<file path="src/hw/rtl/mcoc_pkg.sv">
// ----------------------------------------------------------------------------
// mcoc_pkg
// shared widths, sequencer states and datapath control for the chain-order
// cost block
// ----------------------------------------------------------------------------
package mcoc_pkg;

  localparam int DIM_FIELD_W = 16;   // width of the rows / cols fields
  localparam int COST_W      = 52;   // width of a cost value
  localparam int SPLIT_W     = 4;    // width of the reported split index

  localparam logic [COST_W-1:0] COST_MAX = {COST_W{1'b1}};

  typedef enum logic [2:0] {
    S_IDLE,   // taking matrices
    S_CELL,   // read rows(i) and cols(j) of the next table cell
    S_LOAD,   // latch rows(i), cols(j)
    S_RD,     // read rows(k+1) and the two sub-chain costs
    S_M1,     // rows(i) * rows(k+1)
    S_M2,     // previous product * cols(j), add sub-chain costs
    S_ACC,    // total, compare against best so far
    S_WR      // store best cost of the cell
  } mcoc_state_t;

  typedef struct packed {
    logic mul_en;     // load product register
    logic mul_first;  // first multiply of a split (rows by rows)
    logic sum_en;     // load sub-chain cost sum
    logic acc_en;     // compare candidate and update best
    logic acc_first;  // first split of the cell, always taken
  } mcoc_ctl_t;

endpackage

</file>
<file path="src/hw/rtl/mcoc_unit.sv">
// ----------------------------------------------------------------------------
// mcoc_unit
// shared multiplier, saturating adders and running minimum of one table cell
// ----------------------------------------------------------------------------
module mcoc_unit #(
  parameter int SW = 16
) (
  input  logic                         clk,
  input  mcoc_pkg::mcoc_ctl_t          ctl,
  input  logic [SW-1:0]                ri,
  input  logic [SW-1:0]                rk,
  input  logic [SW-1:0]                cj,
  input  logic [mcoc_pkg::COST_W-1:0]  ca,
  input  logic [mcoc_pkg::COST_W-1:0]  cb,
  output logic [mcoc_pkg::COST_W-1:0]  best,
  output logic                         take
);

  import mcoc_pkg::*;

  logic [3*SW-1:0]   p_r;
  logic [2*SW-1:0]   mul_a;
  logic [SW-1:0]     mul_b;
  logic [3*SW-1:0]   prod;
  logic [COST_W:0]   sum_ab;
  logic [COST_W-1:0] sum_r;
  logic [COST_W:0]   cand_wide;
  logic [COST_W-1:0] cand;
  logic [COST_W-1:0] best_r;

  // one multiplier, used twice per split
  always_comb begin
    mul_a = ctl.mul_first ? {{SW{1'b0}}, ri} : p_r[2*SW-1:0];
    mul_b = ctl.mul_first ? rk : cj;
    prod  = (3*SW)'(mul_a) * (3*SW)'(mul_b);
  end

  // product of three dims fits in 3*SW <= 48 bits, only the sums saturate
  always_comb begin
    sum_ab    = {1'b0, ca} + {1'b0, cb};
    cand_wide = {1'b0, sum_r} + (COST_W+1)'(p_r);
    cand      = cand_wide[COST_W] ? COST_MAX : cand_wide[COST_W-1:0];
    take      = ctl.acc_first || (cand < best_r);
  end

  always_ff @(posedge clk) begin
    if (ctl.mul_en) begin
      p_r <= prod;
    end
    if (ctl.sum_en) begin
      sum_r <= sum_ab[COST_W] ? COST_MAX : sum_ab[COST_W-1:0];
    end
    if (ctl.acc_en && take) begin
      best_r <= cand;
    end
  end

  assign best = best_r;

endmodule
</file>
<file path="config.mk">
export PLATFORM = sky130hd
export DESIGN_NAME = mcoc_unit
export DESIGN_NICKNAME = d
export VERILOG_FILES = /design/src/hw/rtl/mcoc_pkg.sv /design/src/hw/rtl/mcoc_unit.sv
export SDC_FILE = /design/constraint.sdc
export NUM_CORES = 2
export LEC_CHECK = 0
export ABC_AREA = 1
export BUFFER_PORTS_ARGS = -buffer_cell sky130_fd_sc_hd__buf_2
export CORE_MARGIN = 2
export CORE_UTILIZATION = 65
export CTS_BUF_LIST = sky130_fd_sc_hd__clkbuf_8
export DETAILED_ROUTE_END_ITERATION = 7
export GPL_ROUTABILITY_DRIVEN = 0
export PLACE_DENSITY = 0.83
export SETUP_SLACK_MARGIN = 0.05
export SLEW_MARGIN = 0
export SYNTH_ARGS = -nofsm -noshare
export SYNTH_HDL_FRONTEND = slang
export SYNTH_SLANG_ARGS = --single-unit
</file>
<file path="constraint.sdc">
create_clock -name clk -period 10.5 [get_ports clk]
set_input_delay 2.1 -clock clk [delete_from_list [all_inputs] [get_ports clk]]
set_output_delay 2.1 -clock clk [all_outputs]
set_load 0.02 [all_outputs]
</file>
After elaboration in Yosys (flattened, before gate mapping)
Cells that the tools add are included.

Add/subtract/negate cells: 2. $mul: 1. Magnitude comparators: 1. Multiplexer cells: 3. Reductions and logical operators: 2.

Operators by type and width (count): $add A52 B48 Y53 (1); $add A52 B52 Y53 (1); $lt A52 B52 Y1 (1); $mux W52 (1); $mul A32 B16 Y48 (1); $mux W32 (1); $mux W16 (1); $logic_and A1 B1 Y1 (1); $logic_or A1 B1 Y1 (1).

Flip-flop bits (word level): 152. Input port bits: 158. Output and inout port bits: 53. Logic and storage cells: 12.

Logic depth before layout (Yosys ltp)
Depth after elaboration: 5. Mapped depth: 31.

Worst setup path after synthesis
OpenSTA, ideal clock, no wires.

Path kind: input-to-reg. Start: in ctl[3] (netlist name). End: reg p_r[46] (data pin). Library setup time: 0.264 ns. Arrival: 7.874 ns. Slack: 2.362 ns. Stages: 27. Path through: clkbuf_1 buf_1 o21a_1 clkinv_1 nand2_1 fa_1 fa_1 fa_1 inv_1 fa_1 fa_1 inv_1 fa_1 inv_1 ha_1 nand2_1 nor2_1 inv_1 nor4_1 nand2_1 inv_1 nor2_1 o21bai_2 nand2_1 nand2_1 a31oi_1 xor2_1.

Cells in the longest elaborated chain, start to end: 2. Elaborated cells on any way between the ends: 3.

Ends and longest elaborated chain: from (decl) (line mcoc_unit.sv:9) `input mcoc_pkg::mcoc_ctl_t ctl,`; $mux W32 / $mux W16 (equally long branches) (line mcoc_unit.sv:33, mcoc_unit.sv:34); $mul A32 B16 Y48 (*) (line mcoc_unit.sv:35) `prod = (3*SW)'(mul_a) * (3*SW)'(mul_b);`; named net prod[46] (line mcoc_unit.sv:24) `logic [3*SW-1:0] prod;`; to (signal assigned) (line mcoc_unit.sv:48) `p_r <= prod;`; to (decl) (line mcoc_unit.sv:21) `logic [3*SW-1:0] p_r;`.

The timed path passes the listed nets; every way through them passes the cells marked *. A chain may end at the register's enable or synchronous reset.

Worst setup path in the final report
Start: in ctl[3] (netlist name). End: reg p_r[41] (data pin).

The elaborated chain is that of the path after synthesis.

==> impl_metrics.py <==
metrics = {
    "synthesis": {
        "synth_edf_count": 152,
        "ys_warn_count": 0,
        "synth.distinct_cells": 60,
        "synth_seq_cells": 152,
        "synth_cells": 3726,
        "synth_area_leaders": "fa_1 (29%), edfxtp_1 (16%), ha_1 (12%)",
        "synth_top_area_share_pct": 28.6,
        "syn_avg_cell_area_sq_um": 7.88,
        "ys_seq_area_share_pct": 15.5,
        "async_flop_share_pct": 0,
        "syn-cell-area_sq_um": 29400,
        "synthFlopType": "edfxtp_1",
        "synth_nets": 4575,
        "synth_top_area_cell": "fa_1",
    },
    "finish": {
        "final_cell_mix": "inv_1 (798), nand2_1 (742), fa_1 (420), nor2_1 (417), ha_1 (271)",
        "antenna_cells": 0,
        "syn_to_final_growth_pct": 6.67,
        "num-nets-final": 4749,
        "fin_cells": 4504,
        "drive_above_1_share_pct": 9.66,
        "final_common_cell": "inv_1",
    },
    "route": {
        "vias": 26200,
        "drc_errors": 0,
        "ant_nets": 0,
        "via_per_inst": 5.81,
        "drt_pass1_iterations": 8,
        "wl_per_cell_um": 18.6,
        "drtIter0Drc": 3090,
        "wirelength_um": 83600,
    },
    "min_path": {
        "hp-start": "sum_r[0]",
        "hold_path_class": "register to register",
        "holdPathEnd": "best[0]",
        "holdPathStages": 3,
    },
    "placed_design": {
        "dp_hpwl_um": 71000,
        "portBuffers": 210,
        "dp_cells": 4473,
    },
    "clock_network": {
        "clock-root-buffer": "clkbuf_8",
        "clkTransAtPathRegs_ns": 0.09,
        "cts_tree": "done",
        "clock_sinks": 152,
        "postCtsHoldBufs": 0,
        "clk_path_buf_depth": 2,
        "cts_resized": 0,
        "numCtsBuffers": 17,
        "htree_levels": 4,
        "post_cts_buffers": 0,
        "clk_latency_ns": 0.47,
    },
    "sta": {
        "min_period_over_period_pct": 89.2,
        "grt_setup_unrepaired": "false",
        "hold_viol_final": 0,
        "min_period_ns": 9.36,
        "tightest_slew_ns": 1.37,
        "max_freq_ghz": 0.107,
        "slew_viol_final": 0,
        "setup_viol": 0,
        "setup_tns_ns": 0,
        "slew_headroom_pct": 8.01,
        "finalClockSkew_ns": 0.0120,
    },
    "worst_setup_path": {
        "cp-start-kind": "primary input",
        "crit_path_end_kind": "register",
        "crit_type": "primary input to register",
        "critPathMaxFanout": 41,
        "timing.rr.start": "p_r[5]",
        "cp_data_required_time_ns": 10.71,
        "r2r_cells": 22,
        "r2r_end": "p_r[41]",
        "r2r_slack_ns": 3.12,
        "arrival_ns": 9.58,
    },
    "status": {
        "status": "finished, final reports clean",
    },
    "floorplanning": {
        "num_io_pins": 211,
        "floorplan.initialDensity_pct": 66.1,
        "die_area_sq_um": 46900,
        "die_w_um": 217,
        "fp.coreArea_sq_um": 44400,
        "rows": 77,
        "die_h_um": 217,
    },
    "job": {
        "drv_cap": 0,
    },
    "global_route": {
        "grt_max_degree": 53,
        "globalRouteOverflowTotal": 0,
        "grt_pass1_wl_um": 135000,
        "grt_pass1_vias": 25800,
        "grtUsageTotal_pct": 36.7,
        "antenna_found_initial": 2,
    },
}
-- kinds of logic (layout without fill, tap and decap cells) --
kind of cell | count (synthesis) | count (layout) | share of synthesized area [%]
AOI/OAI and AO/OA | 509 | 509 | 10.6
xor gates and xnor gates | 79 | 79 | 2.36
adders and majority gates | 691 | 691 | 40.2
buffers and inverters | 890 | 1076 | 11.6
DFF | 152 | 152 | 15.5
and+or+nand+nor | 1405 | 1405 | 19.7
-- through the flow --
| step | setup WS [ns] | hold slack, ns | util [%] | cell area, sq um |
|---|---|---|---|---|
| after floorplan | 2.36 | 0.602 | - | 29400 |
| after detailed placement | 0.805 | 0.659 | 69.7 | 30900 |
| final | 1.14 | 0.660 | 70.5 | 31300 |
| after global placement | 0.820 | 0.619 | 69.7 | 30900 |
| after CTS | 1.28 | 0.665 | 70.5 | 31300 |
| after global routing | 0.796 | 0.695 | 70.5 | 31300 |
-- worst max-delay path, stage by stage --
cell and delay, ns:
buf_2 0.08, inv_1 0.50, or2_2 0.53, o21ai_1 0.45, clkinv_1 0.56, nand2_1 0.21, fa_1 0.46, fa_1 0.52
fa_1 0.52, inv_1 0.05, fa_1 0.50, fa_1 0.60, inv_1 0.07, fa_1 0.54, inv_1 0.04, ha_1 0.35
a21oi_1 0.21, inv_1 0.11, a21oi_1 0.14, o21ai_0 0.12, a21oi_1 0.19, o21ai_2 0.13, a21boi_1 0.26, o21ai_0 0.16
xor2_1 0.16
-- worst max-delay path by stage --
stage	startpoint	slack (ns)	end	cells past startpoint
after floorplan	ctl[3]	2.36	p_r[46]	27
after global placement	ctl[3]	0.82	p_r[46]	28
after detailed placement	ctl[3]	0.80	p_r[46]	27
after CTS	ctl[3]	1.28	p_r[46]	27
after global routing	ctl[3]	0.80	p_r[41]	27
final	ctl[3]	1.14	p_r[41]	25
-- sequential cells by signal, summed over array words and instances (netlist names) --
register	flops
best	52
sum_r	52
p_r	48
-- cells in the mapped netlist, types with 5 or more instances --
| cell | number |
|---|---|
| a211oi_1 | 6 |
| a21boi_0 | 11 |
| a21o_1 | 18 |
| a21oi_1 | 203 |
| a21oi_2 | 16 |
| a31oi_1 | 41 |
| buf_1 | 7 |
| buf_6 | 8 |
| clkbuf_1 | 51 |
| clkinv_1 | 20 |
| edfxtp_1 | 152 |
| fa_1 | 420 |
| ha_1 | 271 |
| inv_1 | 798 |
| nand2_1 | 742 |
| nand2_2 | 16 |
| nand3_1 | 104 |
| nand4_1 | 22 |
| nor2_1 | 417 |
| nor2_2 | 5 |
| nor3_1 | 20 |
| nor4_1 | 11 |
| o211ai_1 | 10 |
| o21a_1 | 25 |
| o21ai_0 | 96 |
| o21ai_1 | 22 |
| o21ai_2 | 12 |
| o21bai_1 | 7 |
| o221ai_1 | 6 |
| or2_1 | 14 |
| or2_2 | 42 |
| xnor2_1 | 29 |
| xor2_1 | 50 |
-- per-layer routing --
layer / up-vias / part of all wire, % / global-route usage [%]
li1: 11900 / - / -
met1: 12400 / 40 / 51.3
met2: 1606 / 44 / 56.5
met3: 256 / 12 / 7.58
met4: 2 / 4.1 / 14.1
met5: - / 0.016 / 0
-- final cells by class --
class	count	area, sq um
multi-input cells	2684	21400
inverters	820	3080
clock inverters	14	139
well taps	592	741
fillers	3616	13100
clock buffers	17	234
flip-flops and latches	152	4560
repair buffers	225	1160
Power is not shown: default switching activity piles up to over one toggle a cycle in this logic, so the estimate is an artifact.
