`src/hw/rtl/mcoc_dim_mem.sv`:
```
// ----------------------------------------------------------------------------
// mcoc_dim_mem
// row and column counts of the stored chain, one write port, registered reads
// ----------------------------------------------------------------------------
module mcoc_dim_mem #(
  parameter int DEPTH = 16,
  parameter int AW    = 4,
  parameter int DW    = 16
) (
  input  logic          clk,
  input  logic          we,
  input  logic [AW-1:0] waddr,
  input  logic [DW-1:0] wrow,
  input  logic [DW-1:0] wcol,
  input  logic          rd_en,
  input  logic [AW-1:0] row_addr,
  input  logic [AW-1:0] col_addr,
  output logic [DW-1:0] row_q,
  output logic [DW-1:0] col_q
);

  logic [DW-1:0] row_mem [DEPTH];
  logic [DW-1:0] col_mem [DEPTH];

  always_ff @(posedge clk) begin
    if (we) begin
      row_mem[waddr] <= wrow;
      col_mem[waddr] <= wcol;
    end
    if (rd_en) begin
      row_q <= row_mem[row_addr];
      col_q <= col_mem[col_addr];
    end
  end

endmodule

```
`config.mk`:
```
export PLATFORM = sky130hd
export DESIGN_NAME = mcoc_dim_mem
export DESIGN_NICKNAME = d
export VERILOG_FILES = /design/src/hw/rtl/mcoc_dim_mem.sv
export SDC_FILE = /design/constraint.sdc
export NUM_CORES = 1
export LEC_CHECK = 0
export ABC_CLOCK_PERIOD_IN_PS = 6700
export BUFFER_PORTS_ARGS = -buffer_cell sky130_fd_sc_hd__buf_2
export CAP_MARGIN = 30
export CORE_ASPECT_RATIO = 0.6
export CORE_UTILIZATION = 45
export DETAILED_ROUTE_END_ITERATION = 6
export MAX_ROUTING_LAYER = met4
export PLACE_DENSITY_LB_ADDON = 0.05
export SLEW_MARGIN = 20
export SYNTH_ARGS = -nofsm -noshare
export SYNTH_HDL_FRONTEND = slang
export SYNTH_SLANG_ARGS = --single-unit
```
`constraint.sdc`:
```
create_clock -name clk -period 6.7 [get_ports clk]
set_input_delay 1.005 -clock clk [delete_from_list [all_inputs] [get_ports clk]]
set_output_delay 1.005 -clock clk [all_outputs]
set_load 0.01 [all_outputs]
```
==> Word-level counts from Yosys, hierarchy flattened <==
Memories as Yosys holds them, arrays and structs flattened. A register that Yosys moved wholly into a read port is not among the register bits.
Cells that the tools add are included.
{ "totals": {"ff_bits": 0, "latch_bits": 0, "ram_bits": 512, "romBits": 0, "wordCells": 4, "memories": 2} }
{ "op_classes": {"n_addsub": 0, "n_mul": 0, "n_div": 0, "magnitude_cmp": 0, "n_eq_ne": 0, "shift": 0, "mux": 2, "n_bitwise": 0, "n_reduce_logical": 0} }
{ "memory_table": {"columns": ["memory", "depth", "width", "read_ports", "rd_clocked_by_memory_dff", "write_ports", "line", "text"], "rows": [
  ["col_mem", 16, 16, 1, 1, 1, "23", "logic [DW-1:0] col_mem [DEPTH];"],
  ["row_mem", 16, 16, 1, 1, 1, "22", "logic [DW-1:0] row_mem [DEPTH];"]
]} }
{ "ops": {"columns": ["operator", "count"], "rows": [
  ["$mux 1", 2]
]} }

==> Longest topological paths before layout <==
Gate-level depths: netlist of the first run.
{ "depth": {"ltp_word": 2, "mapped_depth": 5, "ltp_nobuf": 3} }

==> Worst setup path after synthesis of the first run <==
No wires, ideal clock.
{ "synth_timing": {"path_type": "input-to-reg", "from": "input waddr[3]", "to": "memory col_mem[0][0], enable pin", "setup_ps": 461, "arrival_time_ps": 3723, "required_time_ps": 6239, "setup_slack_ps": 2515, "cell_stages": 2, "path_cell_list": "or3b_2 -> nor3_1"} }
{ "synth_rtl": {"columns": ["element", "line", "text"], "rows": [
  ["start, declared", "12", "input logic [AW-1:0] waddr,"],
  ["end, declared", "23", null]
]} }
No word-level cell before the write port.

==> results of run 1 <==
[worst max-delay path, delay by kind of cell]
kind	cells	cell delay, ns
mux	1	0.64
simple gates	1	0.07
buf+inv	2	1.17
compound gates	1	0.25
[state kept, by name, indices dropped and copies added, names as in the netlist]
signal and flops:
row_mem 256, col_q 16, col_mem 256, row_q 16
[kinds of logic after synthesis]
group / Yosys count / share of synthesized area
AO/OA/AOI/OAI: 64 / 0.0237
flip-flops: 544 / 0.804
buffers and inverters: 42 / 0.0126
AND/OR/NAND/NOR: 63 / 0.0136
multiplexers: 128 / 0.146
[final timing paths]
path	to	slack, ns	cells after the start	startpoint
hold reg to reg	col_q[5]$_DFFE_PP_	0.74	3	col_mem[15][5]$_DFFE_PP_
setup reg to reg	row_q[15]$_DFFE_PP_	5.14	3	row_mem[3][15]$_DFFE_PP_
setup / recovery	col_q[12]$_DFFE_PP_	3.84	5	col_addr[0]
hold / removal	col_q[5]$_DFFE_PP_	0.74	3	col_mem[15][5]$_DFFE_PP_
[power groups by stage]
stage          clock [mW]  combinational (mW)  sequential [mW]
3_3_place_gp            0               0.324             3.92
6_report             2.58               0.335             3.85
5_1_grt              2.77               0.364             3.86
4_1_cts              2.64               0.340             3.86
2_1_floorplan           0               0.183             3.93
3_5_place_dp            0               0.339             3.93
[metal layers]
metal,up-vias,global-route usage,share of wire
li1,3875,-,-
met1,5023,0.281,0.45
met2,242,0.325,0.49
met3,63,0.0286,0.043
met4,0,0.0474,0.018
met5,-,-,0
[stage by stage]
step / setup slack, ns / power, mW / std cells
finish: 3.84 / 6.77 / 1576
global route: 3.60 / 7.00 / 1576
CTS: 3.78 / 6.84 / 1574
detailed placement: 3.17 / 4.27 / 1487
global placement: 3.23 / 4.25 / 1484
floorplan: 2.52 / 4.11 / 841
[cell type report]
class	instances	area share
clock inverter	26	0.00668
tap	579	0.0314
multi-input combinational	255	0.166
clock buffer	61	0.0561
sequential	544	0.709
timing repair buffer	111	0.0303
[synthesized netlist by cell type, drive strengths merged]
library cell  instances  area [um2]
or3b                  1        8.76
nand2b                2        12.5
clkbuf               18        71.3
a22oi                64         480
nand3                 1        5.00
edfxtp              544       16300
buf                  24         184
nand2                33         124
nand3b                2        15.0
nor2b                 4        25.0
nor2                 14        52.6
mux4                128        2970
nor3                  4        20.0
and2                  2        12.5
==> flow_summary_export.csv, run 1 <==
group,metric,value,unit
status,outcome,"completed",
global_routing,grt_pass1_vias,9759,
sta,drv_slew,0,
final_layout,final_area,23000,um2
cts,cts_resized,0,
drt,first_pass_iters,7,
worst_setup_path,critPathMaxFanout,33,
drt,routedWlPerCell,28.1,um
final_layout,antenna_cells,0,
floorplan,die_area,46000,um2
cts,numCtsBuffers,50,
final_layout,drive_above_1_share,0.295,
power,p_clk_frac,0.381,
min_path,min_path_type,"reg -> reg",
worst_setup_path,critPathKind,"in -> reg",
placement,place_hpwl,23100,um
global_routing,grt_max_degree,65,
drt,vias_per_cell,5.84,
final_layout,nets,1009,
power,p_comb_frac,0.049,
power,power.leakage,7.38,nW
cts,cts_hold_buf,0,
sta,relSlewSlack,0.496,
worst_setup_path,slowest_delay,0.65,ns
power,ir_drop,0.226,mV
worst_setup_path,worstPathCellList,"buf_4 > buf_4 > mux4_1 > a22oi_1 > nand2_1",
logic_synthesis,yosysUniqueCellTypes,19,
sta,worstMarginPinSlew,0.756,ns
sta,rsz0062_at_grt,"no",
logic_synthesis,syn_area,20300,um2
power,power-per-cell-area,294,nW/um2
sta,tns,0,ns
final_layout,multiInputGateArea,3830,um2
sta,setup_viol,0,
cts,postCtsSetupBuffers,0,
cts,clk_path_buf_depth,3,
cts,cts-root-buf,"clkbuf_16",
cts,clk_pin_slew,0.06,ns
global_routing,grt-ovfl-total,0,
drt,ant_nets,0,
final_layout,final_cell_mix,"544 x edfxtp_1, 106 x mux4_2, 76 x buf_2",
worst_setup_path,crit_path_frequent_cell,"buf_4",
floorplan,start_util,0.462,
sta,timing.fmax,0.350,GHz
drt,dr_total_vias,9203,
global_routing,grt_usage,0.203,
worst_setup_path,worstPathArrival,3.18,ns
power,switchingPower,1.40,mW
floorplan,row_count,59,
sta,whs,0.738,ns
global_routing,antenna_found_initial,0,
power,power.switching_fraction,0.206,
cts,insertion_delay,0.58,ns
floorplan,dieWidth,276,um
cts,cts_tree,"built",
logic_synthesis,ys_ff_latch,544,
power,power.internal,5.37,mW
final_layout,final_common_cell,"edfxtp_1",
worst_setup_path,startpoint_type,"primary input",
placement,io_buffers,78,
power,pwr-share-seq,0.570,
worst_setup_path,worstPathRequired,7.02,ns
placement,placed_area,21500,um2
job,max-cap-violations,0,
global_routing,grt_pass1_wl,65400,um
drt,route.detailed.drc,0,
floorplan,pin_count,79,
logic_synthesis,seq_area_frac_synth,0.804,
drt,drt_iter0_drc,807,
drt,wl,44200,um
floorplan,dieHeight,167,um
placement,place.gp.congestion,0.715,
logic_synthesis,syn_inst,841,
worst_setup_path,cp-end-kind,"flop",
sta,hold_viol_final,0,
final_layout,ff_latch_area,16300,um2
logic_synthesis,yosysWarnings,0,
floorplan,core,43900,um2
final_layout,utilization,0.524,
final_layout,fill_cells,3329,
worst_setup_path,crit_path_top_delay_cell,"buf_4",
logic_synthesis,synth_nets,888,
final_layout,area_delta_synth_final,13.4,%
sta,fin_crit_sh,0.427,
sta,period_minus_slack,2.86,ns
sta,skew,0.0125,ns
logic_synthesis,syn-mean-instance-area,24.2,um2
cts,clkSinkCount,544,
cts,htreeDepth,2,
Note: power is estimated with default switching activity, not from simulation.
==> run 2, diff against run 1 <==
--- a/config.mk
+++ b/config.mk
@@ -5,7 +5,7 @@
 export SDC_FILE = /design/constraint.sdc
 export NUM_CORES = 1
 export LEC_CHECK = 0
-export ABC_CLOCK_PERIOD_IN_PS = 6700
+export ABC_CLOCK_PERIOD_IN_PS = 2800
 export BUFFER_PORTS_ARGS = -buffer_cell sky130_fd_sc_hd__buf_2
 export CAP_MARGIN = 30
 export CORE_ASPECT_RATIO = 0.6
==> constraint.sdc (replaced) <==
create_clock -name clk -period 2.8 [get_ports clk]
set_input_delay 0.42 -clock clk [delete_from_list [all_inputs] [get_ports clk]]
set_output_delay 0.42 -clock clk [all_outputs]
set_load 0.01 [all_outputs]
==> run 2 against run 1 <==
Count of clock-buffer cells in the layout decreased by 2. Sequential share of layout area fell by 1.1 points. Non-clock buffer count is 2 higher. Flip-flop and latch count unchanged. Via count shrank 0.47%. Cell count up 0.32%. Wire length down 0.20%. Critical path depth stayed put. Design area grew 1.6%. Sequential power rose by 140%. Clock power rose to 2.5 times the previous value. Largest power group unchanged.
==> flow_summary_export.csv, run 2 (synthesis results as in run 1) <==
group,metric,value,unit
status,outcome,"completed",
drt,route.detailed.drc,0,
sta,skew,0.0157,ns
drt,routedWlPerCell,27.9,um
cts,insertion_delay,0.57,ns
floorplan,die_area,46000,um2
sta,setup_ws,1.17,ns
cts,postCtsSetupBuffers,0,
worst_setup_path,rr_worst_depth,3,
cts,clkSinkCount,544,
cts,clk_path_buf_depth,3,
sta,drv_slew,0,
worst_setup_path,startpoint,"row_addr[0]",
worst_setup_path,critPathKind,"in -> reg",
drt,first_pass_iters,6,
final_layout,fill_cells,3287,
drt,wl,44100,um
drt,dr_total_vias,9160,
drt,vias_per_cell,5.79,
final_layout,final_cell_mix,"544 x edfxtp_1, 106 x mux4_2, 76 x buf_2",
min_path,hp-start,"wrow[7]",
floorplan,dieHeight,167,um
sta,fin_crit_sh,0.583,
placement,place.gp.congestion,0.749,
worst_setup_path,critPathMaxFanout,30,
final_layout,multiInputGateArea,3860,um2
global_routing,grt_max_degree,65,
sta,whs,0.223,ns
cts,htreeDepth,2,
global_routing,grt_pass1_vias,9794,
sta,timing.fmax,0.613,GHz
job,max-cap-violations,0,
sta,period_minus_slack,1.63,ns
min_path,min_path_cells,1,
global_routing,grt-ovfl-total,0,
final_layout,drive_above_1_share,0.307,
placement,placed_area,21800,um2
worst_setup_path,worstPathArrival,1.95,ns
cts,numCtsBuffers,49,
cts,cts_resized,0,
final_layout,final_area,23400,um2
placement,post-place-ws,0.560,ns
sta,rsz0062_at_grt,"no",
placement,io_buffers,78,
power,power.leakage,7.51,nW
sta,hold_viol_final,0,
worst_setup_path,startpoint_type,"primary input",
floorplan,start_util,0.462,
final_layout,nets,1010,
final_layout,final_common_cell,"edfxtp_1",
drt,ant_nets,0,
global_routing,grt_pass1_wl,64900,um
final_layout,reg_top3,"col_mem (256), row_mem (256)",
power,ir_drop,0.496,mV
floorplan,pin_count,79,
worst_setup_path,slowest_delay,0.58,ns
cts,cts_tree,"built",
cts,clk_pin_slew,0.06,ns
placement,place_hpwl,22800,um
floorplan,core,43900,um2
sta,relSlewSlack,0.535,
worst_setup_path,worstPathRequired,3.12,ns
global_routing,antenna_found_initial,1,
sta,worstMarginPinSlew,0.697,ns
global_routing,grt_usage,0.202,
power,p_total,16.6,mW
sta,tns,0,ns
power,power-per-cell-area,709,nW/um2
final_layout,ff_latch_area,16300,um2
worst_setup_path,crit_path_top_delay_cell,"mux4_1",
worst_setup_path,cp-end-kind,"flop",
worst_setup_path,timing.rr.start,"col_mem[0][0]$_DFFE_PP_",
worst_setup_path,worstPathCellList,"buf_4 > buf_12 > mux4_1 > a22oi_1 > nand2_1",
final_layout,area_delta_synth_final,15.2,%
drt,drt_iter0_drc,1028,
sta,setup_viol,0,
floorplan,dieWidth,276,um
floorplan,row_count,59,
cts,cts_hold_buf,0,
cts,cts-root-buf,"clkbuf_16",
min_path,min_path_type,"in -> reg",
[run 2: area by class of cell]
type | count | share of cell area
Timing Repair Buffer | 113 | 0.0399
Multi-Input combinational cell | 255 | 0.165
Sequential cell | 544 | 0.698
Clock buffer | 59 | 0.0558
Clock inverter | 30 | 0.0106
Antenna cell | 1 | 0.000107
Tap cell | 579 | 0.0310
[run 2: path summary, 6_finish.rpt]
check	slack, ns	to
setup / recovery	1.17	row_q[10]$_DFFE_PP_
hold / removal	0.22	row_mem[14][7]$_DFFE_PP_
setup reg to reg	1.28	col_q[0]$_DFFE_PP_
hold reg to reg	0.75	row_q[6]$_DFFE_PP_
[run 2: metal layers]
metal	GRT usage	vias up	wire, um
met5	-	-	0
met4	0.0437	0	706
met3	0.0368	62	2710
met2	0.310	285	20800
met1	0.287	4918	19900
li1	-	3895	-
[run 2: worst max-delay path: cells and delay by family]
| kind | cells | cell delay (ns) |
|---|---|---|
| compound gates | 1 | 0.23 |
| buf+inv | 2 | 0.59 |
| mux | 1 | 0.58 |
| simple gates | 1 | 0.08 |
[run 2: where the power goes]
group          internal, mW  leakage (nW)  switching [mW]  total (mW)
sequential             9.17          4.94          0.0484        9.22
clock                  3.69         0.770            2.86        6.55
combinational         0.336          1.79           0.484       0.819
total                  13.2          7.51            3.39        16.6
[run 2: through the flow]
step / utilization / cells
after floorplan: - / 841
after global placement: 0.497 / 1491
after detailed placement: 0.497 / 1491
after CTS: 0.533 / 1580
after global routing: 0.533 / 1581
final: 0.533 / 1581
==> run 3, diff against run 2 <==
--- a/config.mk
+++ b/config.mk
@@ -5,7 +5,7 @@
 export SDC_FILE = /design/constraint.sdc
 export NUM_CORES = 1
 export LEC_CHECK = 0
-export ABC_CLOCK_PERIOD_IN_PS = 2800
+export ABC_CLOCK_PERIOD_IN_PS = 1400
 export BUFFER_PORTS_ARGS = -buffer_cell sky130_fd_sc_hd__buf_2
 export CAP_MARGIN = 30
 export CORE_ASPECT_RATIO = 0.6
==> constraint.sdc (replaced) <==
create_clock -name clk -period 1.4 [get_ports clk]
set_input_delay 0.21 -clock clk [delete_from_list [all_inputs] [get_ports clk]]
set_output_delay 0.21 -clock clk [all_outputs]
set_load 0.01 [all_outputs]
==> run 3 against run 2 <==
Register-to-register slack worse by 1.3 ns. Highest routed layer unchanged. The run now ends with negative setup slack left. Setup slack worse by 1.2 ns. Largest power group unchanged. Clock power up 100%.
==> flow_summary_export.csv, run 3 (synthesis results as in run 1) <==
group,metric,value,unit
sta,period_minus_slack,1.46,ns
sta,tns,-0.146,ns
sta,drv_slew,0,
final_layout,nets,1066,
cts,cts-root-buf,"clkbuf_16",
power,p_total,33.7,mW
drt,first_pass_iters,5,
status,violations,"negative setup slack",
status,outcome,"finished with violations",
worst_setup_path,worstPathRequired,1.71,ns
floorplan,dieWidth,276,um
sta,setup_viol,6,
sta,rsz0062_at_grt,"yes",
cts,insertion_delay,0.58,ns
drt,drt_iter0_drc,990,
global_routing,grt_pass1_vias,9988,
floorplan,die_area,46000,um2
floorplan,row_count,59,
power,power.leakage,7.84,nW
sta,whs,0.0183,ns
sta,skew,0.0232,ns
placement,io_buffers,78,
global_routing,grt_pass1_wl,67600,um
final_layout,area_delta_synth_final,20.1,%
cts,htreeDepth,2,
sta,setup_ws,-0.0580,ns
drt,ant_nets,0,
drt,routedWlPerCell,28.1,um
worst_setup_path,cp-end-kind,"flop",
cts,clkSinkCount,544,
worst_setup_path,worstPathArrival,1.77,ns
global_routing,grt_usage,0.211,
final_layout,final_cell_mix,"544 x edfxtp_1, 127 x mux4_2, 75 x buf_2",
worst_setup_path,worstPathCellList,"mux4_2 > a22oi_2 > nand2_1",
sta,worstMarginPinSlew,0.908,ns
global_routing,antenna_found_initial,1,
drt,dr_total_vias,9477,
placement,place_inst,1534,
floorplan,start_util,0.462,
power,ir_drop,0.903,mV
placement,post-place-ws,-0.432,ns
worst_setup_path,critPathKind,"reg -> reg",
final_layout,drive_above_1_share,0.387,
final_layout,final_common_cell,"edfxtp_1",
worst_setup_path,slowest_delay,0.50,ns
floorplan,core,43900,um2
floorplan,dieHeight,167,um
floorplan,pin_count,79,
cts,numCtsBuffers,49,
global_routing,grt-ovfl-total,0,
min_path,min_path_type,"in -> reg",
sta,hold_viol_final,0,
placement,place_hpwl,26700,um
sta,relSlewSlack,0.394,
cts,clk_path_buf_depth,3,
job,max-cap-violations,0,
sta,fin_crit_sh,1.04,
placement,place.gp.congestion,0.734,
global_routing,grt_max_degree,34,
power,power-per-cell-area,1380,nW/um2
worst_setup_path,crit_path_top_delay_cell,"mux4_2",
final_layout,reg_top3,"col_mem (256), row_mem (256)",
cts,clk_pin_slew,0.06,ns
worst_setup_path,critPathMaxFanout,1,
drt,wl,46000,um
cts,cts_tree,"built",
cts,postCtsSetupBuffers,0,
final_layout,final_cells,1636,
drt,vias_per_cell,5.79,
worst_setup_path,startpoint_type,"flop",
sta,timing.fmax,0.686,GHz
drt,route.detailed.drc,0,
-- run 3: cell count changes in the layout (fill, tap and decap cells not counted), sizes merged --
cell	delta
clkbuf	+5
buf	+43
bufinv	+1
clkinv	-7
dlygate4sd3	+13
-- run 3: worst max-delay path, delay by kind of cell (launching register included) --
kind	cells	cell delay, ns
AND/OR/NAND/NOR	1	0.08
AO/OA/AOI/OAI	1	0.24
flip-flops	1	0.37
multiplexers	1	0.50
-- run 3: worst paths after layout --
check,startpoint,endpoint,slack (ns),depth (start not counted)
worst max-delay path,row_mem[11][0]$_DFFE_PP_,row_q[0]$_DFFE_PP_,-0.06,3
worst max register to register,row_mem[11][0]$_DFFE_PP_,row_q[0]$_DFFE_PP_,-0.06,3
worst min-delay path,wcol[10],col_mem[10][10]$_DFFE_PP_,0.02,1
worst min register to register,row_mem[7][5]$_DFFE_PP_,row_q[5]$_DFFE_PP_,0.74,3
-- run 3: per-stage QoR --
stage	area (um2)	util
2_1_floorplan	20500	-
3_3_place_gp	22500	0.512
3_5_place_dp	22500	0.512
4_1_cts	24300	0.553
5_1_grt	24400	0.555
6_report	24400	0.555
-- run 3: cell type report --
class | instances | area, um2
antenna | 1 | 2.50
tap | 579 | 724
timing repair buffer | 169 | 1760
clock buffer | 64 | 1330
fill | 3211 | 19500
clock inverter | 24 | 243
multi-input combinational | 255 | 4010
sequential | 544 | 16300
-- run 3: power by group --
group,internal (mW),switching (mW)
clock,7.57,5.70
combinational,0.906,1.09
sequential,18.3,0.102
-- run 3: repair_timing --
action,in CTS,in global routing
resized for setup,20,24
pin swaps,3,3
hold endpoints to repair,131,0
endpoints found under the setup margin,19,33
hold buffers,13,0
-- run 3: layer usage --
layer	global-route usage	vias to the layer above	part of all wire
li1	-	3972	-
met1	0.316	5175	0.47
met2	0.308	275	0.46
met3	0.0358	55	0.059
met4	0.0413	0	0.014
met5	-	-	0
